[src/hw/rtl/matrix_multiply_dot_engine_macros.svh]
// ----------------------------------------------------------------------------
// matrix multiply dot engine assertion macros
// shared property forms for the concurrent checks of the engine
// ----------------------------------------------------------------------------
`ifndef MATRIX_MULTIPLY_DOT_ENGINE_MACROS_SVH
`define MATRIX_MULTIPLY_DOT_ENGINE_MACROS_SVH

// same-cycle implication, disabled while reset is asserted
`define MMDE_ASSERT_NOW(label, clk, rst_n, ante, cons, msg) \
    label: assert property (@(posedge clk) disable iff (!rst_n) (ante) |-> (cons)) \
        else $error(msg);

// next-cycle implication, disabled while reset is asserted
`define MMDE_ASSERT_NEXT(label, clk, rst_n, ante, cons, msg) \
    label: assert property (@(posedge clk) disable iff (!rst_n) (ante) |=> (cons)) \
        else $error(msg);

`endif

[src/hw/rtl/mmde_pkg.sv]
// ----------------------------------------------------------------------------
// mmde_pkg
// shared codes, widths and control types of the matrix multiply dot engine
// ----------------------------------------------------------------------------
package mmde_pkg;

    // field widths
    localparam int CMD_W   = 2;
    localparam int ROW_W   = 4;
    localparam int VALUE_W = 16;
    localparam int PROD_W  = 2 * VALUE_W;
    localparam int SUM_W   = 35;

    // command codes
    typedef enum logic [CMD_W-1:0] {
        CMD_WRITE_A = 2'd0,
        CMD_WRITE_B = 2'd1,
        CMD_COMPUTE = 2'd2,
        CMD_NONE    = 2'd3
    } cmd_t;

    // per-cell control group
    typedef struct packed {
        logic wr_a;
        logic wr_b;
        logic rd;
    } cell_ctl_t;

endpackage

[src/hw/rtl/mmde_cell.sv]
// ----------------------------------------------------------------------------
// mmde_cell
// one term of the dot product: holds column k of A and row k of B,
// multiplies the selected pair and adds it onto the partial sum from
// the previous cell
// ----------------------------------------------------------------------------
module mmde_cell
    import mmde_pkg::*;
#(
    parameter int DIM   = 16,
    parameter int ACC_W = 37
)
(
    input  logic                           clk,
    input  cell_ctl_t                      ctl,
    input  logic [$clog2(DIM)-1:0]         a_addr,
    input  logic [$clog2(DIM)-1:0]         b_addr,
    input  logic signed [VALUE_W-1:0]      wdata,
    input  logic signed [ACC_W-1:0]        sum_in,
    output logic signed [ACC_W-1:0]        sum_out
);

    // a_mem[r] = A[r][k], b_mem[c] = B[k][c]
    logic signed [VALUE_W-1:0] a_mem [DIM];
    logic signed [VALUE_W-1:0] b_mem [DIM];

    logic signed [VALUE_W-1:0] a_q_reg;
    logic signed [VALUE_W-1:0] b_q_reg;
    logic signed [PROD_W-1:0]  prod_reg;
    logic signed [ACC_W-1:0]   sum_reg;
    logic signed [ACC_W-1:0]   sum_next;

    // element stores with registered read
    always_ff @(posedge clk)
    begin
        if (ctl.wr_a)
        begin
            a_mem[a_addr] <= wdata;
        end
        if (ctl.wr_b)
        begin
            b_mem[b_addr] <= wdata;
        end
        if (ctl.rd)
        begin
            a_q_reg <= a_mem[a_addr];
            b_q_reg <= b_mem[b_addr];
        end
    end

    // partial sum grows by this cell's product
    always_comb
    begin
        sum_next = sum_in + {{(ACC_W-PROD_W){prod_reg[PROD_W-1]}}, prod_reg};
    end

    // product and partial sum registers
    always_ff @(posedge clk)
    begin
        prod_reg <= PROD_W'(a_q_reg) * PROD_W'(b_q_reg);
        sum_reg  <= sum_next;
    end

    assign sum_out = sum_reg;

endmodule

[config.mk]
export PLATFORM = sky130hd
export DESIGN_NAME = mmde_cell
export DESIGN_NICKNAME = d
export VERILOG_FILES = /design/src/hw/rtl/matrix_multiply_dot_engine_macros.svh /design/src/hw/rtl/mmde_pkg.sv /design/src/hw/rtl/mmde_cell.sv
export SDC_FILE = /design/constraint.sdc
export NUM_CORES = 1
export LEC_CHECK = 0
export ABC_AREA = 1
export BUFFER_PORTS_ARGS = -buffer_cell sky130_fd_sc_hd__buf_2
export CORE_MARGIN = 4
export CORE_UTILIZATION = 48
export DETAILED_ROUTE_END_ITERATION = 8
export GPL_TIMING_DRIVEN = 0
export REMOVE_ABC_BUFFERS = 1
export SLEW_MARGIN = 15
export SYNTH_ARGS = -nofsm -noshare
export SYNTH_HDL_FRONTEND = slang
export SYNTH_SLANG_ARGS = --single-unit
[constraint.sdc]
create_clock -name clk -period 12.85 [get_ports clk]
set_clock_uncertainty 0.1 [all_clocks]
set_input_delay 2.57 -clock clk [delete_from_list [all_inputs] [get_ports clk]]
set_output_delay 2.57 -clock clk [all_outputs]
set_load 0.01 [all_outputs]
==> impl_metrics.csv, run 1 <==
group,metric,value,unit
sta,final-max-slew-violation-count,0,
detailed_routing,detail_route.first_pass.iterations,5,
sta,timing.max_slew.rel_slack,0.4354,
cts,clk_latency,610,ps
global_route,grt_pass1_vias,24940,
global_route,grt_pass1_wl,136400,um
cts,cts_htree_levels,3,
sta,post-route-min-period,6301,ps
detailed_routing,post_drt_via_cell_ratio,5.324,
place,place_congestion,0.9323,
cts,ctsLongestPathBuffers,3,
cts,post-cts-setup-buffer-count,0,
yosys,share_of_the_synthesized_area_in_the_top_cell_type,0.4676,
job,max-cap-violations,0,
global_route,grt_max_degree,51,
sta,final.period_utilization,0.4903,
layout,finish.net_count,3854,
cts,cts.root.buffer_cell,"sky130_fd_sc_hd__clkbuf_16",
sta,finalSetupViolations,0,
cts,post_cts.resized_instances,0,
yosys,synth_cells,3312,
worst_hold_path,hp-class,"register to register",
yosys,synth_commonest_cells,"sky130_fd_sc_hd__nand2_1 (900), sky130_fd_sc_hd__inv_1 (595), sky130_fd_sc_hd__edfxtp_1 (544), sky130_fd_sc_hd__fa_1 (263), sky130_fd_sc_hd__a22oi_1 (256)",
yosys,ys_seq_area_frac,0.5072,
global_route,grtUsageTotal,0.2239,
floorplanning,starting_density_of_the_core,0.4862,
worst_setup_path,critPathSlowestCell,"sky130_fd_sc_hd__fa_1",
floorplanning,fp.dieW,277.8,um
yosys,synth_flop_cell,"sky130_fd_sc_hd__edfxtp_1",
worst_setup_path,critPathMostFrequentCell,"sky130_fd_sc_hd__fa_1",
floorplanning,io_pins,102,
place,hpwl_detailed,62820,um
yosys,netlist_top_cells_area,"sky130_fd_sc_hd__edfxtp_1 (47%), sky130_fd_sc_hd__fa_1 (15%), sky130_fd_sc_hd__nand2_1 (9.7%), sky130_fd_sc_hd__inv_1 (6.4%), sky130_fd_sc_hd__a22oi_1 (5.5%)",
layout,final_layout_size_suffix_gt1_frac,0.09509,
sta,hold_violations,0,
worst_setup_path,crit_path_start_kind,"register",
layout,area_of_the_multi_input_gates,14570,sq um
floorplanning,placeableCoreArea,71850,sq um
cts,tritoncts_num_sinks,613,
sta,rsz0062_at_grt,"no",
worst_setup_path,worstPathMaxFanout,16,
yosys,synth_edf_count,544,
yosys,share_of_flip_flops_with_an_asynchronous_set_or_reset_after_synthesis,0,
worst_setup_path,worst-path-buf-inv,3,
detailed_routing,vias,23480,
detailed_routing,post-route-drc-count,0,
cts,worst_setup_hold_path_clk_slew,60,ps
worst_setup_path,worst_path_largest_cell_delay,830,ps
sta,setup_tns,0,ps
detailed_routing,detail-route-antenna-nets,0,
worst_setup_path,setup.worst_path.end_class,"register",
detailed_routing,routedWlPerCell,19.48,um
worst_setup_path,cp_data_required_time,13240,ps
yosys,yosysMostFrequentCell,"sky130_fd_sc_hd__nand2_1",
detailed_routing,routed_wire_length,85900,um
cts,cts_tree,"built",
sta,tightestPinTransition,844.9,ps
sta,max_fclk,158.7,MHz
yosys,yosysUniqueCellTypes,32,
worst_setup_path,timing.critical_path.cells,"nand2_1 > inv_1 > fa_1 > fa_1 > inv_1 > fa_1 > fa_1 > fa_1 > fa_1 > inv_1 > ha_1 > nand2_1 > nor2_1 > nand2_1 > nor3_1 > nand2_1 > nand4_1 > nand2_1",
layout,nFillCells,6237,
layout,synthToLayoutAreaGrowth,12.31,%
worst_setup_path,timing_worst_setup_path_type,"register to register",
layout,n_antenna_cell,0,
yosys,post_synth_instance_area,34930,sq um
detailed_routing,detailedRoute.firstIterationViolations,1822,
global_route,grt_antenna_before_repair,0,
floorplanning,chipHeight,277.8,um
worst_setup_path,worst_path_top_cell_family_by_delay,"adder cells",
yosys,synth.yosys.warnings,0,
floorplanning,rows,98,
place,placement.io_buffers,101,
status,status,"finished, final reports clean",
floorplanning,die_area,77160,sq um
cts,cts_buffers,67,
yosys,cell_type_contributing_the_most_total_cell_area_after_synthesis,"sky130_fd_sc_hd__edfxtp_1",
yosys,ys_seq_elements,613,
worst_setup_path,cp.arrival,6690,ps
yosys,syn-mean-instance-area,10.55,sq um
cts,cts_hold_buffers,0,
layout,layout.area.seq,17720,sq um
global_route,grt.overflow.total,0,
layer usage:
metal  up-vias  wire length, um  global-route usage
met1     11620            34760              0.2798
met2       701            43730              0.4013
met3       173             4742             0.03434
met5         -                0                   0
met4         0             2661             0.07031
li1      10980                -                   -
layout make-up:
type / count / area share
clock buffers: 79 / 0.04494
well taps: 950 / 0.03030
clock inverters: 42 / 0.01062
repair buffers: 150 / 0.03377
multi-input cells: 1979 / 0.3714
flip-flops and latches: 613 / 0.4516
inverters: 597 / 0.05737
per-stage QoR:
stage / area (sq um) / hold slack [ps] / cells / setup slack [ps] / utilization
after floorplan: 34410 / 320.0 / 3189 / 6578 / -
after global placement: 36100 / 339.5 / 4240 / 3263 / 0.5025
after detailed placement: 37050 / 342.2 / 4289 / 6559 / 0.5157
after CTS: 39230 / 356.9 / 4410 / 6509 / 0.5460
after global routing: 39230 / 361.3 / 4410 / 6243 / 0.5460
final: 39230 / 347.8 / 4410 / 6549 / 0.5460
final timing paths:
| kind | from | to | slack (ps) | cells after the start |
|---|---|---|---|---|
| max reg2reg | b_q_reg[1]$_DFFE_PP_ | prod_reg[29]$_DFF_P_ | 6550 | 18 |
| max | b_q_reg[1]$_DFFE_PP_ | prod_reg[29]$_DFF_P_ | 6550 | 18 |
| min | prod_reg[0]$_DFF_P_ | sum_out[0]$_DFF_P_ | 350 | 1 |
| min reg2reg | prod_reg[0]$_DFF_P_ | sum_out[0]$_DFF_P_ | 350 | 1 |
layout by cell type (no fill, tap or decap), drive strengths merged, types with 13 or more instances in the layout:
master / instances
clkinv: 29
clkbuf: 79
a21oi: 54
nor2: 154
xor2: 38
fa: 263
nand4: 53
nor3: 13
a22oi: 256
o21ai: 18
nand2: 913
edfxtp: 544
buf: 150
inv: 603
nand3: 71
ha: 118
dfxtp: 69
worst reg2reg max path, cell delays in order (launching register included):
cell and delay [ps]:
sky130_fd_sc_hd__edfxtp_1 780, sky130_fd_sc_hd__nand2_1 220, sky130_fd_sc_hd__inv_1 170, sky130_fd_sc_hd__fa_1 550, sky130_fd_sc_hd__fa_1 840, sky130_fd_sc_hd__inv_1 160
sky130_fd_sc_hd__fa_1 500, sky130_fd_sc_hd__fa_1 580, sky130_fd_sc_hd__fa_1 440, sky130_fd_sc_hd__fa_1 500, sky130_fd_sc_hd__inv_1 50, sky130_fd_sc_hd__ha_1 340
sky130_fd_sc_hd__nand2_1 100, sky130_fd_sc_hd__nor2_1 280, sky130_fd_sc_hd__nand2_1 140, sky130_fd_sc_hd__nor3_1 140, sky130_fd_sc_hd__nand2_1 140, sky130_fd_sc_hd__nand4_1 100
sky130_fd_sc_hd__nand2_1 50
logic make-up (layout without fill, tap and decap cells):
logic type | Yosys count | in the layout | synth area share
xor gates and xnor gates | 46 | 46 | 0.01153
buffers and inverters | 720 | 868 | 0.07912
adders and majority gates | 381 | 381 | 0.1930
DFF | 613 | 613 | 0.5072
AOI/OAI and AO/OA | 343 | 343 | 0.06888
and+or+nand+nor | 1209 | 1209 | 0.1403
Power of run 1 is not shown: default switching activity piles up to over one toggle a cycle in this logic, so the estimate is an artifact.
==> run 2, diff against run 1 <==
- clock period: 12.85 -> 6 ns (I/O delays scaled with it)
==> run 2 against run 1 <==
Final cell count up 1.3%. Hold slack barely moved. Highest routed layer unchanged. Design area is 1.7% higher. First-iteration DRC count shrank 13%. Routed wire length is 1.7% higher.
==> impl_metrics.csv, run 2 (same netlist as run 1, synthesis figures left out) <==
group,metric,value,unit
worst_setup_path,timing.critical_path.cells,"buf_4 > nand2_1 > inv_1 > fa_1 > inv_1 > fa_1 > fa_1 > inv_1 > fa_1 > fa_1 > inv_1 > fa_1 > inv_1 > ha_1 > nand2_1 > nor2_1 > inv_1 > nor2_2 > nand4_1 > nand4_1 > nand2_1",
global_route,grt_max_degree,51,
detailed_routing,vias,23760,
layout,area_of_the_multi_input_gates,14590,sq um
detailed_routing,detail-route-antenna-nets,0,
sta,tightestPinTransition,846.9,ps
cts,cts_htree_levels,3,
sta,final.period_utilization,0.9543,
layout,final_layout_size_suffix_gt1_frac,0.1125,
floorplanning,chipHeight,277.8,um
worst_hold_path,hp-class,"register to register",
detailed_routing,post-route-drc-count,0,
layout,most_frequent_cells_in_the_layout,"sky130_fd_sc_hd__nand2_1 (900), sky130_fd_sc_hd__inv_1 (590), sky130_fd_sc_hd__edfxtp_1 (544)",
cts,cts_buffers,67,
global_route,grtUsageTotal,0.2267,
cts,ctsLongestPathBuffers,3,
global_route,grt_pass1_wl,137700,um
layout,final_core_util,0.5551,
layout,finish.net_count,3913,
sta,timing.max_slew.rel_slack,0.4341,
layout,layout.area.seq,17720,sq um
worst_setup_path,timing_worst_setup_path_type,"register to register",
worst_setup_path,setup.worst_path.end_class,"register",
layout,stdcell_count,4469,
worst_setup_path,worst-path-buf-inv,7,
detailed_routing,post_drt_via_cell_ratio,5.316,
layout,synthToLayoutAreaGrowth,14.18,%
worst_setup_path,critPathSlowestCell,"sky130_fd_sc_hd__fa_1",
job,max-cap-violations,0,
layout,most_frequent_standard_cell_in_the_layout_excluding_fill_and_tap_cells,"sky130_fd_sc_hd__nand2_1",
worst_setup_path,cp.arrival,6100,ps
status,status,"finished, final reports clean",
floorplanning,fp.dieW,277.8,um
layout,nFillCells,6171,
place,placement.io_buffers,101,
layout,fin_area,39880,sq um
floorplanning,rows,98,
worst_setup_path,cp_data_required_time,6370,ps
worst_setup_path,worstPathMaxFanout,7,
sta,hold_violations,0,
detailed_routing,detail_route.first_pass.iterations,6,
layout,n_antenna_cell,0,
worst_setup_path,worst_path_largest_cell_delay,560,ps
cts,cts.root.buffer_cell,"sky130_fd_sc_hd__clkbuf_16",
place,post_dp_cell_area,37050,sq um
cts,worst_setup_hold_path_clk_slew,60,ps
sta,max_fclk,174.6,MHz
cts,cts_hold_buffers,0,
sta,finalSetupViolations,0,
floorplanning,starting_density_of_the_core,0.4862,
place,place.detailed.instances,4289,
worst_setup_path,crit_path_start_kind,"register",
sta,final-max-slew-violation-count,0,
detailed_routing,routedWlPerCell,19.55,um
global_route,grt_pass1_vias,25020,
worst_setup_path,worst_path_top_cell_family_by_delay,"adder cells",
global_route,grt.overflow.total,0,
detailed_routing,routed_wire_length,87360,um
sta,post-route-min-period,5726,ps
detailed_routing,detailedRoute.firstIterationViolations,1581,
sta,setup_tns,0,ps
cts,tritoncts_num_sinks,613,
cts,cts_tree,"built",
floorplanning,die_area,77160,sq um
place,place_congestion,0.9323,
floorplanning,io_pins,102,
floorplanning,placeableCoreArea,71850,sq um
place,hpwl_detailed,62820,um
global_route,grt_antenna_before_repair,0,
cts,clk_latency,620,ps
## run 2: routing by layer
metal | vias up | GRT usage | wire length [um]
li1 | 11110 | - | -
met1 | 11720 | 0.2805 | 34590
met2 | 736 | 0.4086 | 44540
met3 | 196 | 0.03459 | 5072
met4 | 0 | 0.07304 | 3146
met5 | - | 0 | 0
## run 2: area by class of cell
type                            count  share of cell area
Inverter                          597             0.05653
Timing Repair Buffer              209             0.04903
Clock inverter                     42             0.01045
Clock buffer                       79             0.04420
Sequential cell                   613              0.4442
Multi-Input combinational cell   1979              0.3658
Tap cell                          950             0.02980
## run 2: worst reg2reg max path, cell delays in order (launching register included)
cell and delay [ps]:
sky130_fd_sc_hd__edfxtp_1 500, sky130_fd_sc_hd__buf_4 230, sky130_fd_sc_hd__nand2_1 70, sky130_fd_sc_hd__inv_1 50, sky130_fd_sc_hd__fa_1 520, sky130_fd_sc_hd__inv_1 60
sky130_fd_sc_hd__fa_1 450, sky130_fd_sc_hd__fa_1 560, sky130_fd_sc_hd__inv_1 60, sky130_fd_sc_hd__fa_1 510, sky130_fd_sc_hd__fa_1 490, sky130_fd_sc_hd__inv_1 50
sky130_fd_sc_hd__fa_1 470, sky130_fd_sc_hd__inv_1 40, sky130_fd_sc_hd__ha_1 360, sky130_fd_sc_hd__nand2_1 110, sky130_fd_sc_hd__nor2_1 200, sky130_fd_sc_hd__inv_1 110
sky130_fd_sc_hd__nor2_2 170, sky130_fd_sc_hd__nand4_1 230, sky130_fd_sc_hd__nand4_1 160, sky130_fd_sc_hd__nand2_1 70
## run 2: what timing repair did
item / 4_1_cts / 5_1_grt
endpoints found under the setup margin: 11 / 13
setup buffers: 16 / 43
gates resized for setup: 1 / 9
pin swaps: 0 / 2
## run 2: worst paths after layout
check | start | to | slack (ps) | cells past startpoint
max reg2reg | b_q_reg[3]$_DFFE_PP_ | prod_reg[22]$_DFF_P_ | 270 | 21
min | prod_reg[0]$_DFF_P_ | sum_out[0]$_DFF_P_ | 350 | 1
max | b_q_reg[3]$_DFFE_PP_ | prod_reg[22]$_DFF_P_ | 270 | 21
min reg2reg | prod_reg[0]$_DFF_P_ | sum_out[0]$_DFF_P_ | 350 | 1
## run 2: per-stage QoR
stage               hold WS (ps)  setup WS [ps]
detailed placement         342.2         -290.9
global route               361.3         -7.695
finish                     347.5          274.0
CTS                        356.9          30.25
floorplan                  320.0          584.6
global placement           339.5          -2217
Power of run 2 is left out for the same reason.
==> run 3, diff against run 2 <==
- CORE_UTILIZATION: 48 -> 30
==> run 3 against run 2 <==
Utilization shrank 20 points. First-iteration DRC count increased by 4.2%. Setup slack gained 46 ps. Critical path type unchanged. Fmax grew 0.82%. Highest routed layer unchanged.
==> impl_metrics.csv, run 3 (same netlist as run 1, synthesis figures left out) <==
group,metric,value,unit
cts,cts_tree,"built",
cts,cts_buffers,60,
worst_setup_path,worst_path_largest_cell_delay,540,ps
layout,most_frequent_cells_in_the_layout,"sky130_fd_sc_hd__nand2_1 (900), sky130_fd_sc_hd__inv_1 (590), sky130_fd_sc_hd__edfxtp_1 (544)",
worst_setup_path,cp_data_required_time,6410,ps
worst_hold_path,hp-class,"register to register",
pwr,pwr_density_cell,594.2,nW/um^2
worst_setup_path,timing.critical_path.cells,"buf_6 > nand2_1 > inv_1 > fa_1 > inv_1 > fa_1 > fa_1 > inv_1 > fa_1 > fa_1 > inv_1 > fa_1 > inv_1 > ha_1 > nand2_1 > inv_1 > a21oi_1 > nand3_1 > nand2_1 > nand3_1 > nand2_1 > nand2_1",
floorplanning,io_pins,102,
pwr,power.net_switching,11.15,mW
global_route,grt_max_degree,56,
sta,rsz0062_at_grt,"no",
sta,final.period_utilization,0.9466,
floorplanning,rows,124,
worst_setup_path,worst_path_top_cell_family_by_delay,"adder cells",
place,placement.io_buffers,101,
global_route,grt_pass1_wl,132800,um
cts,cts_htree_levels,2,
sta,final-max-slew-violation-count,0,
cts,ctsLongestPathBuffers,3,
pwr,power_switching_share,0.4636,
sta,finalSetupViolations,0,
place,hpwl_detailed,60100,um
floorplanning,starting_density_of_the_core,0.3039,
pwr,pwr-share-clk,0.162,
detailed_routing,vias,23270,
global_route,grt.overflow.total,0,
global_route,grt_pass1_vias,23200,
status,status,"finished, final reports clean",
worst_setup_path,critPathSlowestCell,"sky130_fd_sc_hd__edfxtp_1",
sta,timing.max_slew.rel_slack,0.5003,
detailed_routing,detail_route.first_pass.iterations,7,
layout,nFillCells,11320,
sta,hold_violations,0,
pwr,vdd_drop_max,0.7444,mV
worst_setup_path,cp.arrival,6090,ps
layout,final_core_util,0.3522,
sta,post-route-min-period,5680,ps
pwr,power.total,24.06,mW
global_route,grtUsageTotal,0.1378,
cts,tritoncts_num_sinks,613,
detailed_routing,routedWlPerCell,16.92,um
global_route,grt_antenna_before_repair,1,
worst_setup_path,worstPathMaxFanout,13,
detailed_routing,post_drt_via_cell_ratio,4.624,
layout,finish.net_count,3919,
sta,setup_tns,0,ps
worst_setup_path,timing_worst_setup_path_type,"register to register",
detailed_routing,detailedRoute.firstIterationViolations,1647,
pwr,p_leak,17.85,nW
worst_setup_path,worst-path-buf-inv,7,
place,place_congestion,0.8962,
layout,synthToLayoutAreaGrowth,15.90,%
detailed_routing,post-route-drc-count,0,
cts,cts.root.buffer_cell,"sky130_fd_sc_hd__clkbuf_16",
cts,clk_latency,650,ps
pwr,sequentialPowerShare,0.220,
sta,max_fclk,176.1,MHz
worst_setup_path,setup.worst_path.end_class,"register",
floorplanning,chipHeight,349.2,um
layout,most_frequent_standard_cell_in_the_layout_excluding_fill_and_tap_cells,"sky130_fd_sc_hd__nand2_1",
job,max-cap-violations,0,
floorplanning,die_area,122000,sq um
sta,tightestPinTransition,747.8,ps
cts,worst_setup_hold_path_clk_slew,60,ps
detailed_routing,routed_wire_length,85130,um
layout,final_layout_size_suffix_gt1_frac,0.1123,
detailed_routing,detail-route-antenna-nets,0,
floorplanning,fp.dieW,349.2,um
floorplanning,placeableCoreArea,115000,sq um
pwr,power_report.internal_total,12.90,mW
pwr,power.combinational.fraction,0.618,
worst_setup_path,crit_path_start_kind,"register",
[run 3: final timing paths]
path	startpoint	to	slack, ps	cells past startpoint
setup / recovery	b_q_reg[4]$_DFFE_PP_	prod_reg[31]$_DFF_P_	320	22
hold / removal	prod_reg[0]$_DFF_P_	sum_out[0]$_DFF_P_	420	1
setup reg to reg	b_q_reg[4]$_DFFE_PP_	prod_reg[31]$_DFF_P_	320	22
hold reg to reg	prod_reg[0]$_DFF_P_	sum_out[0]$_DFF_P_	420	1
[run 3: per-stage QoR]
step / setup WS, ps / area [sq um] / hold slack [ps] / instances
6_report: 320.4 / 40490 / 422.2 / 5032
5_1_grt: 0.1683 / 40480 / 454.0 / 5030
4_1_cts: 14.30 / 39910 / 408.5 / 4973
3_5_place_dp: -264.2 / 37740 / 395.1 / 4851
3_3_place_gp: -2324 / 36810 / 383.0 / 4802
2_1_floorplan: 584.6 / 34410 / 320.0 / 3189
[run 3: final cells by class]
type | instances | area (sq um) | share of cell area
Tap cell | 1512 | 1892 | 0.04673
Multi-Input combinational cell | 1979 | 14590 | 0.3603
Antenna cell | 2 | 5.005 | 0.0001236
Inverter | 597 | 2255 | 0.05569
Sequential cell | 613 | 17720 | 0.4376
Clock buffer | 71 | 1577 | 0.03894
Clock inverter | 36 | 447.9 | 0.01106
Timing Repair Buffer | 222 | 2007 | 0.04957
[run 3: power by group through the flow]
stage | Combinational [mW] | Clock, mW | Sequential (mW)
2_1_floorplan | 11.0 | 0 | 5.45
3_3_place_gp | 14.6 | 0 | 5.47
3_5_place_dp | 14.7 | 0 | 5.48
4_1_cts | 14.8 | 3.97 | 5.37
5_1_grt | 17.3 | 4.14 | 5.33
6_report | 14.9 | 3.89 | 5.30
[run 3: worst register-to-register path: cells and delay by family, from the launching register on]
kind / cells / cell delay [ps]
buf+inv: 7 / 560
fa+ha+maj: 7 / 3340
flops: 1 / 540
simple gates: 7 / 860
compound gates: 1 / 190
[run 3: per-layer routing]
metal | track usage | routed length, um
met5 | 0 | 0
met4 | 0.03294 | 1757
met3 | 0.02128 | 5503
met2 | 0.2148 | 37540
met1 | 0.2019 | 40330
[run 3: what timing repair did]
action | 4_1_cts | 5_1_grt
gates resized for setup | 0 | 7
setup endpoints to repair | 6 | 14
buffers inserted | 15 | 57
hold buffers | 0 | 0
cloned | 0 | 0
pin swaps | 0 | 2
Note: power is estimated with default switching activity, not from simulation.
